`src/hw/rtl/eflux_pkg.sv`:
```
`timescale 1ns / 1ps

package eflux_pkg;

  // Number format
  localparam int VALUE_W = 32;
  localparam int FRAC_W  = 16;
  localparam int QUO_W   = VALUE_W + FRAC_W;
  localparam int GM1_W   = 18;
  localparam logic [GM1_W-1:0] GM1_RESET = 18'd26214;

  localparam logic signed [VALUE_W-1:0] VMAX = {1'b0, {(VALUE_W-1){1'b1}}};
  localparam logic signed [VALUE_W-1:0] VMIN = {1'b1, {(VALUE_W-1){1'b0}}};

  // Request kinds
  localparam logic [1:0] REQ_FLUX_PRIM    = 2'd0;
  localparam logic [1:0] REQ_FLUX_CONS    = 2'd1;
  localparam logic [1:0] REQ_PRIM_TO_CONS = 2'd2;
  localparam logic [1:0] REQ_CONS_TO_PRIM = 2'd3;

  // Result status codes
  localparam logic [1:0] ST_OK      = 2'd0;
  localparam logic [1:0] ST_DENSITY = 2'd1;
  localparam logic [1:0] ST_SAT     = 2'd2;

  // Register addresses
  localparam logic [1:0] ADDR_GM1 = 2'd0;

  typedef struct packed {
    logic [1:0]         req_type;
    logic [30:0]        density;
    logic signed [31:0] second_value;
    logic signed [31:0] third_value;
  } in_item_t;

  typedef struct packed {
    logic signed [31:0] out_first;
    logic signed [31:0] out_second;
    logic signed [31:0] out_third;
    logic [1:0]         status;
  } out_item_t;

  // Operands that ride along with the divider
  typedef struct packed {
    logic [1:0]                kind;
    logic signed [VALUE_W-1:0] rho;
    logic signed [VALUE_W-1:0] v2;
    logic signed [VALUE_W-1:0] v3;
  } ctx_t;

  typedef struct packed {
    logic signed [VALUE_W-1:0] val;
    logic                      sat;
  } sval_t;

  function automatic logic [VALUE_W-1:0] mag(input logic signed [VALUE_W-1:0] x);
    return x[VALUE_W-1] ? VALUE_W'(-x) : VALUE_W'(x);
  endfunction

  // Round a magnitude product to nearest, halves away from zero, and saturate
  function automatic sval_t rnd_sat(input logic neg, input logic [2*VALUE_W-1:0] prod);
    logic [2*VALUE_W:0]        t;
    logic [2*VALUE_W-FRAC_W:0] s;
    logic [VALUE_W-1:0]        lim;
    sval_t                     r;
    t   = {1'b0, prod} + ((2*VALUE_W+1)'(1) << (FRAC_W - 1));
    s   = t[2*VALUE_W:FRAC_W];
    lim = neg ? VALUE_W'(VMIN) : VALUE_W'(VMAX);
    r.sat = s > (2*VALUE_W-FRAC_W+1)'(lim);
    if (r.sat) begin
      s = (2*VALUE_W-FRAC_W+1)'(lim);
    end
    r.val = neg ? -$signed(s[VALUE_W-1:0]) : $signed(s[VALUE_W-1:0]);
    return r;
  endfunction

  function automatic sval_t add_sat(input logic signed [VALUE_W-1:0] a,
                                    input logic signed [VALUE_W-1:0] b);
    logic signed [VALUE_W:0] s;
    sval_t                   r;
    s     = (VALUE_W+1)'(a) + (VALUE_W+1)'(b);
    r.sat = s[VALUE_W] != s[VALUE_W-1];
    r.val = r.sat ? (s[VALUE_W] ? VMIN : VMAX) : s[VALUE_W-1:0];
    return r;
  endfunction

  function automatic sval_t sub_sat(input logic signed [VALUE_W-1:0] a,
                                    input logic signed [VALUE_W-1:0] b);
    logic signed [VALUE_W:0] s;
    sval_t                   r;
    s     = (VALUE_W+1)'(a) - (VALUE_W+1)'(b);
    r.sat = s[VALUE_W] != s[VALUE_W-1];
    r.val = r.sat ? (s[VALUE_W] ? VMIN : VMAX) : s[VALUE_W-1:0];
    return r;
  endfunction

  // Multiply by one half with rounding away from zero; never saturates
  function automatic logic signed [VALUE_W-1:0] half_q(input logic signed [VALUE_W-1:0] x);
    logic [VALUE_W:0]   m;
    logic [VALUE_W-1:0] h;
    m = {1'b0, mag(x)} + (VALUE_W+1)'(1);
    h = m[VALUE_W:1];
    return x[VALUE_W-1] ? -$signed(h) : $signed(h);
  endfunction

endpackage

```
`src/hw/rtl/eflux_mul.sv`:
```
`timescale 1ns / 1ps

module eflux_mul (
  input  logic                                 clk,
  input  logic                                 en,
  input  logic signed [eflux_pkg::VALUE_W-1:0] a,
  input  logic signed [eflux_pkg::VALUE_W-1:0] b,
  output logic [2*eflux_pkg::VALUE_W-1:0]      prod,
  output logic                                 neg
);

  // Register magnitude product and sign; rounding happens in the next stage
  always_ff @(posedge clk) begin
    if (en) begin
      prod <= (2*eflux_pkg::VALUE_W)'(eflux_pkg::mag(a)) *
              (2*eflux_pkg::VALUE_W)'(eflux_pkg::mag(b));
      neg  <= a[eflux_pkg::VALUE_W-1] ^ b[eflux_pkg::VALUE_W-1];
    end
  end

endmodule

```
`config.mk`:
```
export PLATFORM = sky130hd
export DESIGN_NAME = eflux_mul
export DESIGN_NICKNAME = d
export VERILOG_FILES = /design/src/hw/rtl/eflux_pkg.sv /design/src/hw/rtl/eflux_mul.sv
export SDC_FILE = /design/constraint.sdc
export NUM_CORES = 2
export LEC_CHECK = 0
export BUFFER_PORTS_ARGS = -buffer_cell sky130_fd_sc_hd__buf_2
export CORE_MARGIN = 1.5
export CORE_UTILIZATION = 25
export CTS_BUF_LIST = sky130_fd_sc_hd__clkbuf_8 sky130_fd_sc_hd__clkbuf_16
export CTS_CLUSTER_SIZE = 20
export DETAILED_ROUTE_END_ITERATION = 10
export PLACE_DENSITY = 0.38
export SLEW_MARGIN = 0
export SYNTH_ARGS = -nofsm -noshare
export SYNTH_HDL_FRONTEND = slang
export SYNTH_SLANG_ARGS = --single-unit
```
`constraint.sdc`:
```
create_clock -name clk -period 14.8 [get_ports clk]
set_clock_uncertainty 0.1 [all_clocks]
set_input_delay 0.74 -clock clk [delete_from_list [all_inputs] [get_ports clk]]
set_output_delay 0.74 -clock clk [all_outputs]
set_load 0.01 [all_outputs]
```
### Word-level counts from Yosys, hierarchy flattened

Cells that the tools add are included.
W data, S select, Z words.

| word-level totals | value |
|---|---|
| input port bits | 66 |
| register bits | 65 |
| logic and storage cells | 8 |
| output and inout bits | 65 |

| cells by class | value |
|---|---|
| bitwise gates (word level) | 1 |
| multipliers | 1 |
| multiplexer cells | 2 |
| add/sub/neg operators | 2 |

Operators with widths:

| operator | number |
|---|---|
| $mul A32 B32 Y64 | 1 |
| $mux W32 | 2 |
| $neg A32 Y32 | 2 |
| $xor A1 B1 Y1 | 1 |

### Depth between registers and ports, before layout

| depth | value |
|---|---|
| depth in word-level cells | 3 |
| gate-level depth with buffers | 37 |
| mapped depth without buffers | 34 |

### Least setup slack after synthesis

OpenSTA, ideal clock, no wires.

| timing path | value |
|---|---|
| path type | input port to flip-flop |
| start point | input a[6] (netlist bit) |
| end point | register prod[57] (netlist bit) (data pin) |
| data required time | 14.441 ns |
| cell stages on the path | 32 |
| path slack | 4.376 ns |
| path buffers | 2 |
| setup time | 0.259 ns |
| data arrival time | 10.065 ns |
| cells stage by stage | or4_4 -> or3_4 -> nor4_4 -> nand2_1 -> or4_1 -> or3_1 -> o21a_1 -> xor2_1 -> clkbuf_1 -> nand2_1 -> fa_1 -> fa_1 -> fa_1 -> fa_1 -> inv_1 -> fa_1 -> fa_1 -> fa_1 -> inv_1 -> fa_1 -> inv_1 -> ha_1 -> clkbuf_1 -> nand2_1 -> or3_1 -> nor2_1 -> o2bb2ai_1 -> a31oi_1 -> o21a_1 -> o41ai_1 -> a41oi_1 -> xnor2_1 |

| between the ends | value |
|---|---|
| word-level cells in the longest chain between the ends | 3 |

RTL lines:

| item | RTL line | source |
|---|---|---|
| start, declared | eflux_mul.sv:6 | `input logic signed [eflux_pkg::VALUE_W-1:0] a,` |
| $neg A32 Y32 | eflux_pkg.sv:57 | `return x[VALUE_W-1] ? VALUE_W'(-x) : VALUE_W'(x);` |
| $mux W32 (*) | eflux_pkg.sv:57 |  |
| $mul A32 B32 Y64 (*) | eflux_mul.sv:15 | `prod <= (2*eflux_pkg::VALUE_W)'(eflux_pkg::mag(a)) *` |
| end signal, assigned | eflux_mul.sv:15 |  |
| end, declared | eflux_mul.sv:8 | `output logic [2*eflux_pkg::VALUE_W-1:0] prod,` |

Every way passes the cells marked *; elsewhere a longest branch is shown, timed or not.
A chain may end at the register's enable or synchronous reset.

### Worst setup path in the final report

| timing path | value |
|---|---|
| start point | input a[4] (netlist bit) |
| end point | register prod[61] (netlist bit) (data pin) |

The elaborated chain is that of the path after synthesis.

==> results.toml <==
[outcome]
run_status = "completed"

[synth]
yosys-top-cells-count = "896 x fa_1, 891 x inv_1, 590 x nor2_1, 515 x nand2_1, 265 x ha_1"
synth_cell_types = 67
synth_nets = 5167
avgSynthCellArea_sq_um = 8.990
async_flop_share_pct = 0
synth_seq_cells = 65
synth_edf_count = 65
syn_area_sq_um = 35420
yosysMostFrequentCell = "fa_1"
synthCells = 3940
ys.flop_type = "edfxtp_1"
synth.yosys.seq_area_share_pct = 5.510
synth.top_cell.area_share_pct = 50.64
synth_warnings = 0
yosys.area.top_type = "fa_1"
synth_area_leaders = "fa_1 51%, inv_1 9.4%, ha_1 9.4%, nor2_1 6.3%, edfxtp_1 5.5%"

[placed_design]
io_buffers = 130
dp_hpwl_um = 114200
dp_cells = 5885
place_area_sq_um = 39240
finalWeightedCongestion = 0.8530

[final_layout]
drive_gt1_share_pct = 8.671
fin_area_sq_um = 39580
nNetsFinal = 5247
layout-area-overhead-vs-synth_pct = 11.74
final_cells = 5904

[sta]
setup_violations = 0
slew_violations = 0
rsz0062_at_grt = "no"
slew_headroom_pct = 18.30
hold_viol = 0
worst_slew_pin_slew_ns = 1.210
timing.fmax_ghz = 0.08300
fin_tns_setup_ns = 0
finalCritPeriodShare_pct = 81.41
min_period_ns = 12.05

[min_path]
hold_end = "neg$_DFFE_PP_"
hold_start = "en"
holdPathStages = 1
hp-class = "primary input to register"

[grt]
grt_max_degree = 49
grt_pass1_vias = 28950
groute.usage.overall_pct = 19.23
antenna_found_initial = 9
grt_remaining_overflow = 0
grt_pass1_wl_um = 198800

[drt]
route.vias.total = 26420
drtAntennaViolNets = 0
via_per_inst = 4.474
wl_um = 133500
drt-pass1-iter-count = 5
drt_iter0_drc = 1344
wl_per_cell_um = 22.61
drc = 0

[worst_setup_path]
slowest_stage = "o41ai_1"
crit_path_start_kind = "primary input"
crit_top_cell = "fa_1"
crit_type = "primary input to register"
worst_ep_required_time_ns = 14.87
cp-end-kind = "register"
crit_fanout = 13
cp_top_family = "adder cells"
crit_arrival_ns = 12.12
critical_path_buf_inv_count = 3
cpPeakStageDelay_ns = 0.85

[floorplan]
start_util_pct = 25.29
die_h_um = 379.4
die_w_um = 379.4
core-area_sq_um = 140000
ios = 131
rows = 137
dieArea_sq_um = 144000

[clock_tree]
numClockSinks = 65
holdBufCountCts = 0
cts_buffers = 9
cts_buffer_depth = 2
post_cts_buffers = 0
cts_tree = "built"
h-tree-depth = 3
cts-root-buf = "clkbuf_16"
ctsResizeCount = 0
path_clk_slew_ns = 0.08

[flow_run]
cap_viol_max_count = 0
-- layout by cell type (no fill, tap or decap), drive strengths merged, types with 46 or more instances in the layout --
cell type	count
xor2	79
ha	265
o21ai	46
buf	254
a21oi	67
nor2	590
fa	896
edfxtp	65
nand2	515
xnor2	94
inv	892
-- registers in the layout, summed over array words and instances, names as in the netlist --
name	count
neg	1
prod	64
-- cells by family after synthesis --
logic type / Yosys count / synth area share, %
buffers and inverters: 1076 / 11.54
AND/OR/NAND/NOR: 1225 / 13.97
XOR/XNOR: 173 / 4.447
adder cells (fa/ha/maj): 1161 / 60.00
flip-flops: 65 / 5.510
AO/OA/AOI/OAI: 240 / 4.539
-- through the flow --
| step | setup slack, ns | hold slack (ns) | util [%] |
|---|---|---|---|
| after floorplan | 4.376 | 0.7525 | - |
| after global placement | 2.333 | 1.052 | 28.02 |
| after detailed placement | 2.262 | 1.048 | 28.02 |
| after CTS | 2.721 | 0.6242 | 28.26 |
| after global routing | 2.237 | 0.6680 | 28.26 |
| final | 2.752 | 0.6661 | 28.26 |
-- worst max path at each step --
stage               from  slack, ns                  to  depth (start not counted)
finish              a[4]       2.75  prod[61]$_DFFE_PP_                         29
global route        a[4]       2.24  prod[57]$_DFFE_PP_                         29
CTS                 a[6]       2.72  prod[57]$_DFFE_PP_                         29
detailed placement  a[6]       2.26  prod[57]$_DFFE_PP_                         29
global placement    a[6]       2.33  prod[57]$_DFFE_PP_                         29
floorplan           a[6]       4.38  prod[57]$_DFFE_PP_                         32
-- area by class of cell --
class	instances	area (sq um)
fill	15130	100500
multi-input combinational	2799	30010
inverter	891	3344
tap	1876	2347
sequential	65	1952
timing repair buffer	254	1584
clock buffer	9	225.2
clock inverter	7	110.1
antenna	3	7.507
-- per-layer routing --
layer | global-route usage (%) | up-vias | wire, um
met2 | 33.93 | 515 | 67850
met4 | 3.608 | 8 | 2134
met1 | 25.49 | 14090 | 58960
met3 | 1.962 | 89 | 4519
met5 | 0 | - | 50
li1 | - | 11710 | -
Power is left out: the tool's default activity adds up to more than one toggle a clock period on the data nets, which glitch-free logic cannot reach.
