File: config.mk
export PLATFORM = sky130hd
export DESIGN_NAME = eflux_obuf
export DESIGN_NICKNAME = d
export VERILOG_FILES = /design/src/hw/rtl/eflux_pkg.sv /design/src/hw/rtl/eflux_obuf.sv
export SDC_FILE = /design/constraint.sdc
export NUM_CORES = 1
export LEC_CHECK = 0
export ABC_AREA = 1
export BUFFER_PORTS_ARGS = -buffer_cell sky130_fd_sc_hd__buf_2
export CORE_ASPECT_RATIO = 0.6
export CORE_MARGIN = 8
export CORE_UTILIZATION = 45
export CTS_BUF_LIST = sky130_fd_sc_hd__clkbuf_4 sky130_fd_sc_hd__clkbuf_8
export DETAILED_ROUTE_END_ITERATION = 7
export PLACE_DENSITY = 0.7
export SYNTH_ARGS = -nofsm -noshare
export SYNTH_HDL_FRONTEND = slang
export SYNTH_SLANG_ARGS = --single-unit
File: constraint.sdc
create_clock -name clk -period 11.12 [get_ports clk]
set_clock_uncertainty 0.15 [all_clocks]
set_input_delay 1.112 -clock clk [delete_from_list [all_inputs] [get_ports clk]]
set_output_delay 1.112 -clock clk [all_outputs]
set_load 0.01 [all_outputs]
File: src/hw/rtl/eflux_pkg.sv
`timescale 1ns / 1ps

package eflux_pkg;

  // Number format
  localparam int VALUE_W = 32;
  localparam int FRAC_W  = 16;
  localparam int QUO_W   = VALUE_W + FRAC_W;
  localparam int GM1_W   = 18;
  localparam logic [GM1_W-1:0] GM1_RESET = 18'd26214;

  localparam logic signed [VALUE_W-1:0] VMAX = {1'b0, {(VALUE_W-1){1'b1}}};
  localparam logic signed [VALUE_W-1:0] VMIN = {1'b1, {(VALUE_W-1){1'b0}}};

  // Request kinds
  localparam logic [1:0] REQ_FLUX_PRIM    = 2'd0;
  localparam logic [1:0] REQ_FLUX_CONS    = 2'd1;
  localparam logic [1:0] REQ_PRIM_TO_CONS = 2'd2;
  localparam logic [1:0] REQ_CONS_TO_PRIM = 2'd3;

  // Result status codes
  localparam logic [1:0] ST_OK      = 2'd0;
  localparam logic [1:0] ST_DENSITY = 2'd1;
  localparam logic [1:0] ST_SAT     = 2'd2;

  // Register addresses
  localparam logic [1:0] ADDR_GM1 = 2'd0;

  typedef struct packed {
    logic [1:0]         req_type;
    logic [30:0]        density;
    logic signed [31:0] second_value;
    logic signed [31:0] third_value;
  } in_item_t;

  typedef struct packed {
    logic signed [31:0] out_first;
    logic signed [31:0] out_second;
    logic signed [31:0] out_third;
    logic [1:0]         status;
  } out_item_t;

  // Operands that ride along with the divider
  typedef struct packed {
    logic [1:0]                kind;
    logic signed [VALUE_W-1:0] rho;
    logic signed [VALUE_W-1:0] v2;
    logic signed [VALUE_W-1:0] v3;
  } ctx_t;

  typedef struct packed {
    logic signed [VALUE_W-1:0] val;
    logic                      sat;
  } sval_t;

  function automatic logic [VALUE_W-1:0] mag(input logic signed [VALUE_W-1:0] x);
    return x[VALUE_W-1] ? VALUE_W'(-x) : VALUE_W'(x);
  endfunction

  // Round a magnitude product to nearest, halves away from zero, and saturate
  function automatic sval_t rnd_sat(input logic neg, input logic [2*VALUE_W-1:0] prod);
    logic [2*VALUE_W:0]        t;
    logic [2*VALUE_W-FRAC_W:0] s;
    logic [VALUE_W-1:0]        lim;
    sval_t                     r;
    t   = {1'b0, prod} + ((2*VALUE_W+1)'(1) << (FRAC_W - 1));
    s   = t[2*VALUE_W:FRAC_W];
    lim = neg ? VALUE_W'(VMIN) : VALUE_W'(VMAX);
    r.sat = s > (2*VALUE_W-FRAC_W+1)'(lim);
    if (r.sat) begin
      s = (2*VALUE_W-FRAC_W+1)'(lim);
    end
    r.val = neg ? -$signed(s[VALUE_W-1:0]) : $signed(s[VALUE_W-1:0]);
    return r;
  endfunction

  function automatic sval_t add_sat(input logic signed [VALUE_W-1:0] a,
                                    input logic signed [VALUE_W-1:0] b);
    logic signed [VALUE_W:0] s;
    sval_t                   r;
    s     = (VALUE_W+1)'(a) + (VALUE_W+1)'(b);
    r.sat = s[VALUE_W] != s[VALUE_W-1];
    r.val = r.sat ? (s[VALUE_W] ? VMIN : VMAX) : s[VALUE_W-1:0];
    return r;
  endfunction

  function automatic sval_t sub_sat(input logic signed [VALUE_W-1:0] a,
                                    input logic signed [VALUE_W-1:0] b);
    logic signed [VALUE_W:0] s;
    sval_t                   r;
    s     = (VALUE_W+1)'(a) - (VALUE_W+1)'(b);
    r.sat = s[VALUE_W] != s[VALUE_W-1];
    r.val = r.sat ? (s[VALUE_W] ? VMIN : VMAX) : s[VALUE_W-1:0];
    return r;
  endfunction

  // Multiply by one half with rounding away from zero; never saturates
  function automatic logic signed [VALUE_W-1:0] half_q(input logic signed [VALUE_W-1:0] x);
    logic [VALUE_W:0]   m;
    logic [VALUE_W-1:0] h;
    m = {1'b0, mag(x)} + (VALUE_W+1)'(1);
    h = m[VALUE_W:1];
    return x[VALUE_W-1] ? -$signed(h) : $signed(h);
  endfunction

endpackage

File: src/hw/rtl/eflux_obuf.sv
`timescale 1ns / 1ps

module eflux_obuf (
  input  logic                 clk,
  input  logic                 rst,
  input  logic                 push,
  input  eflux_pkg::out_item_t push_data,
  output logic                 full,
  output logic                 out_valid,
  input  logic                 out_ready,
  output eflux_pkg::out_item_t out_data
);

  logic                 tail_valid;
  eflux_pkg::out_item_t tail;
  logic                 pop;

  assign pop  = out_valid && out_ready;
  assign full = out_valid && tail_valid;

  // Two-entry output queue: head drives the port, tail catches a result under stall
  always_ff @(posedge clk) begin
    if (rst) begin
      out_valid  <= 1'b0;
      tail_valid <= 1'b0;
    end else if (!out_valid || pop) begin
      out_valid  <= tail_valid || push;
      tail_valid <= tail_valid && push;
    end else if (push) begin
      tail_valid <= 1'b1;
    end
  end

  always_ff @(posedge clk) begin
    if (!out_valid || pop) begin
      out_data <= tail_valid ? tail : push_data;
      if (tail_valid) begin
        tail <= push_data;
      end
    end else if (push) begin
      tail <= push_data;
    end
  end

endmodule

---- Word-level counts from Yosys, hierarchy flattened ----
Index checks and enable logic that the tools add are counted.
Widths: inputs -> output; s select.
storage, ports and cells
  flip-flop bits (word level) ............. 198
  input bits .............................. 102
  word-level logic and storage cells ...... 25
cells by class
  equal/unequal tests ..................... 1
  muxes and demuxes ....................... 6
  reduce and logical (&&, ||, !) cells .... 8
operators with widths
  cell                number
  $mux 98             4
  $logic_and 1x1->1   3
  $logic_or 1x1->1    2
  $mux 1              2
  $ne 2x2->1 const B  1
  $reduce_and 2->1    1
  $reduce_bool 2->1   1
  $logic_not 1->1     1

---- Longest topological paths before layout ----
  depth in word-level cells ............... 4
  depth in mapped cells ................... 6
  depth with buffers taken out ............ 5

---- Least setup slack after synthesis ----
OpenSTA, ideal clock, no wires.
  path type ............................... in2reg
  start ................................... input out_ready
  end ..................................... register tail[0] (netlist bit) (enable)
  library setup time ...................... 464 ps
  arrival time ............................ 5650 ps
  data required time ...................... 10506 ps
  slack ................................... 4855 ps
  stages .................................. 4
  path through ............................ inv_1 > nand2_1 > nand2_1 > o21a_1
on the way
  longest elaborated chain between the ends .. 4
ends and longest elaborated chain
  element                                                                  line              text
  from (decl)                                                              eflux_obuf.sv:10  input logic out_ready,
  $logic_and 1x1->1 *                                                      eflux_obuf.sv:18  assign pop = out_valid && out_ready;
  $logic_or 1x1->1 *                                                       eflux_obuf.sv:35  if (!out_valid || pop) begin
  $ne 2x2->1 (no source line) / $reduce_bool 2->1 (equally long branches)  --
  $reduce_and 2->1 (no source line) *                                      --
  to (signal assigned)                                                     eflux_obuf.sv:38  tail <= push_data;
  to (signal assigned)                                                     eflux_obuf.sv:41  tail <= push_data;
  to (decl)                                                                eflux_obuf.sv:15  eflux_pkg::out_item_t tail;
Mark *: on every way between the ends. The rest lies on a longest branch, timed or not.
A chain may end at the register's enable or synchronous reset.

---- Worst setup path in the final report ----
  start ................................... input out_ready
  end ..................................... register tail[71] (netlist bit) (enable)
The elaborated chain is that of the path after synthesis.

==> impl_metrics.csv <==
group,metric,value,unit
routing,drtIter0Drc,390,
finish,final_cell_mix,"298 x nand2_1, 201 x buf_2, 196 x edfxtp_1",
routing,vias,4429,
synthesis,synthSimpleGateAreaFrac,0.158,
worst_setup_path,rr_worst_depth,4,
finish,drive_above_1_share,0.319,
power_and_ir_drop,cellLeakagePower,3.82,nW
finish,mostFrequentLayoutCell,"nand2_1",
worst_setup_path,reg2reg_to,"tail[71]$_DFFE_PP_",
routing,routed_via_density,4.67,
worst_setup_path,slowest_delay,0.90,ns
synthesis,synth_compound_area_frac,0.00104,
synthesis,synth-seq-cells,198,
finish,fin_util,0.565,
sta,min_period,3.70,ns
synthesis,syn-num-nets,631,
sta,whs,0.369,ns
die,ios,202,
sta,rsz0062_at_grt,"false",
sta,drv_slew,0,
worst_hold_path,worstHoldPathCells,2,
synthesis,ys_types,12,
global_route,grt_pass1_wl,23.3,mm
routing,drt-total-wl,15.3,mm
synthesis,synth-xor-area-share,0,
die,die_height,114,um
placement,pre_cts_ws,6.93,ns
synthesis,synth_top_family_by_area,"simple AND/OR/NAND/NOR gates",
clock_tree,clkTransAtPathRegs,0.11,ns
worst_setup_path,critPathCaptureType,"register",
worst_setup_path,path_cells,"buf_2, inv_1, nand2_4, buf_4, o21a_4, buf_4",
synthesis,avgSynthCellArea,13.6,um2
worst_setup_path,crit_type,"in2reg",
routing,wl_per_cell,16.2,um
sta,finalHoldViolations,0,
worst_setup_path,r2r-start,"out_valid$_SDFFE_PP0P_",
sta,fin_crit_sh,0.333,
finish,final_cell_area,8760,um2
synthesis,syn_inst,529,
global_route,grt_max_degree,102,
clock_tree,cts_root_buf,"clkbuf_8",
clock_tree,holdBufCountCts,0,
clock_tree,cts_buffer_depth,2,
worst_setup_path,cp.required,11.02,ns
worst_setup_path,path_buf_inv,4,
global_route,antenna_found_initial,4,
power_and_ir_drop,ir_worst_vdd,0.0888,mV
die,num_rows,35,
synthesis,ys_seq_area_frac,0.823,
die,die-area,20400,um2
worst_setup_path,rrSetupSlack,7.86,ns
worst_setup_path,worst_path_most_repeated_cell,"buf_4",
worst_setup_path,worstSetupPathDepth,6,
sta,finalSetupTns,0,ns
clock_tree,cts.sinks,198,
worst_hold_path,min_path_type,"reg2reg",
routing,route.detailed.drc,0,
placement,portBuffers,201,
clock_tree,post_cts.repair.setup_buffers,0,
global_route,track_usage,0.148,
worst_setup_path,cp_slowest_cell,"buf_4",
worst_setup_path,critical_path.max_fanout,98,
worst_setup_path,start_kind,"primary input",
synthesis,synthAdderAreaFrac,0,
sta,tightestPinTransition,1.24,ns
worst_setup_path,path_delay_family,"buffers and inverters",
finish,instances_no_fill,949,
routing,firstDrtPassIters,5,
clock_tree,htreeDepth,4,
power_and_ir_drop,power.total,1.44,mW
sta,setup_viol,0,
finish,syn_to_final_growth,21.6,%
finish,nFillCells,1296,
die,start_util,0.465,
finish,final_nets,833,
die,core_area,15500,um2
sta,max_freq,270,MHz
routing,ant_nets,0,
worst_setup_path,crit_arrival,3.60,ns
power_and_ir_drop,p_per_area,164,nW/um2
sta,layout_setup_ws,7.42,ns
clock_tree,tritoncts,"built",
placement,routabilityCongestion,0.798,
global_route,grt_pass1_vias,4416,
worst_hold_path,worstHoldStart,"tail[11]$_DFFE_PP_",
placement,dp_cells,915,
die,die_x,179,um
worst_hold_path,hold_end,"out_data[11]$_DFFE_PP_",
synthesis,ys_warn_count,0,
sta,relSlewSlack,0.173,
placement,placed_cell_area,8400,um2
synthesis,synth_area,7200,um2
global_route,grt_overflow_total,0,
synthesis,synth_mux_area_frac,0,
clock_tree,clock_latency,0.43,ns
run,cap_violations,0,
placement,dpl.hpwl,10.4,mm
clock_tree,cts_resized,0,
run_status,run_status,"complete, no violations",
clock_tree,cts_buffers,17,
## worst reg2reg max path, cell delays in order, from the launching register on
cell and delay [ns]:
dfxtp_1 0.36, nand2_4 0.47, buf_4 0.66, o21a_4 0.26, buf_4 0.90
## where the power goes
group	internal, mW	leakage [nW]	switching [mW]	total (mW)
Combinational	0.0448	1.70	0.0752	0.120
Clock	0.161	0.177	0.255	0.416
Sequential	0.882	1.94	0.0180	0.900
## worst max-delay path by stage
stage	from	to	slack [ns]
2_1_floorplan	out_ready	tail[0]$_DFFE_PP_	4.86
3_3_place_gp	out_ready	tail[33]$_DFFE_PP_	7.03
3_5_place_dp	out_ready	tail[29]$_DFFE_PP_	6.93
4_1_cts	out_ready	tail[27]$_DFFE_PP_	7.41
5_1_grt	out_ready	tail[34]$_DFFE_PP_	7.22
6_report	out_ready	tail[71]$_DFFE_PP_	7.42
## synthesized netlist by cell type (all sizes together)
cell type    n  share of area
nand2      299           0.16
edfxtp     196           0.82
buf         14          0.011
clkbuf       7         0.0036
inv          6         0.0031
nor2         3         0.0016
dfxtp        2         0.0056
nand3        1        0.00069
o21a         1         0.0010
## cell families (layout without fill, tap and decap cells)
| kind of cell | count (synthesis) | count (layout) |
|---|---|---|
| simple gates | 303 | 303 |
| flops | 198 | 198 |
| other cells | 0 | 2 |
| buf+inv | 27 | 242 |
| compound gates | 1 | 1 |
## cell type report
| type | count | area, um2 | area share |
|---|---|---|---|
| Sequential cell | 198 | 5930 | 0.677 |
| Clock inverter | 15 | 120 | 0.0137 |
| Clock buffer | 17 | 234 | 0.0267 |
| Tap cell | 203 | 254 | 0.0290 |
| Inverter | 6 | 23.8 | 0.00272 |
| Antenna cell | 2 | 5.00 | 0.000572 |
| Timing Repair Buffer | 204 | 1030 | 0.117 |
| Multi-Input combinational cell | 304 | 1160 | 0.133 |
## layer usage
layer / wire, um / track usage
met1: 6520 / 0.194
met2: 7040 / 0.228
met3: 1660 / 0.0581
met4: 89 / 0.0365
met5: 36 / 0
## flip-flops by register name, summed over array words and instances, names as in the netlist
signal	flops
out_data	98
out_valid	1
tail	98
tail_valid	1
Note: power is estimated with default switching activity, not from simulation.
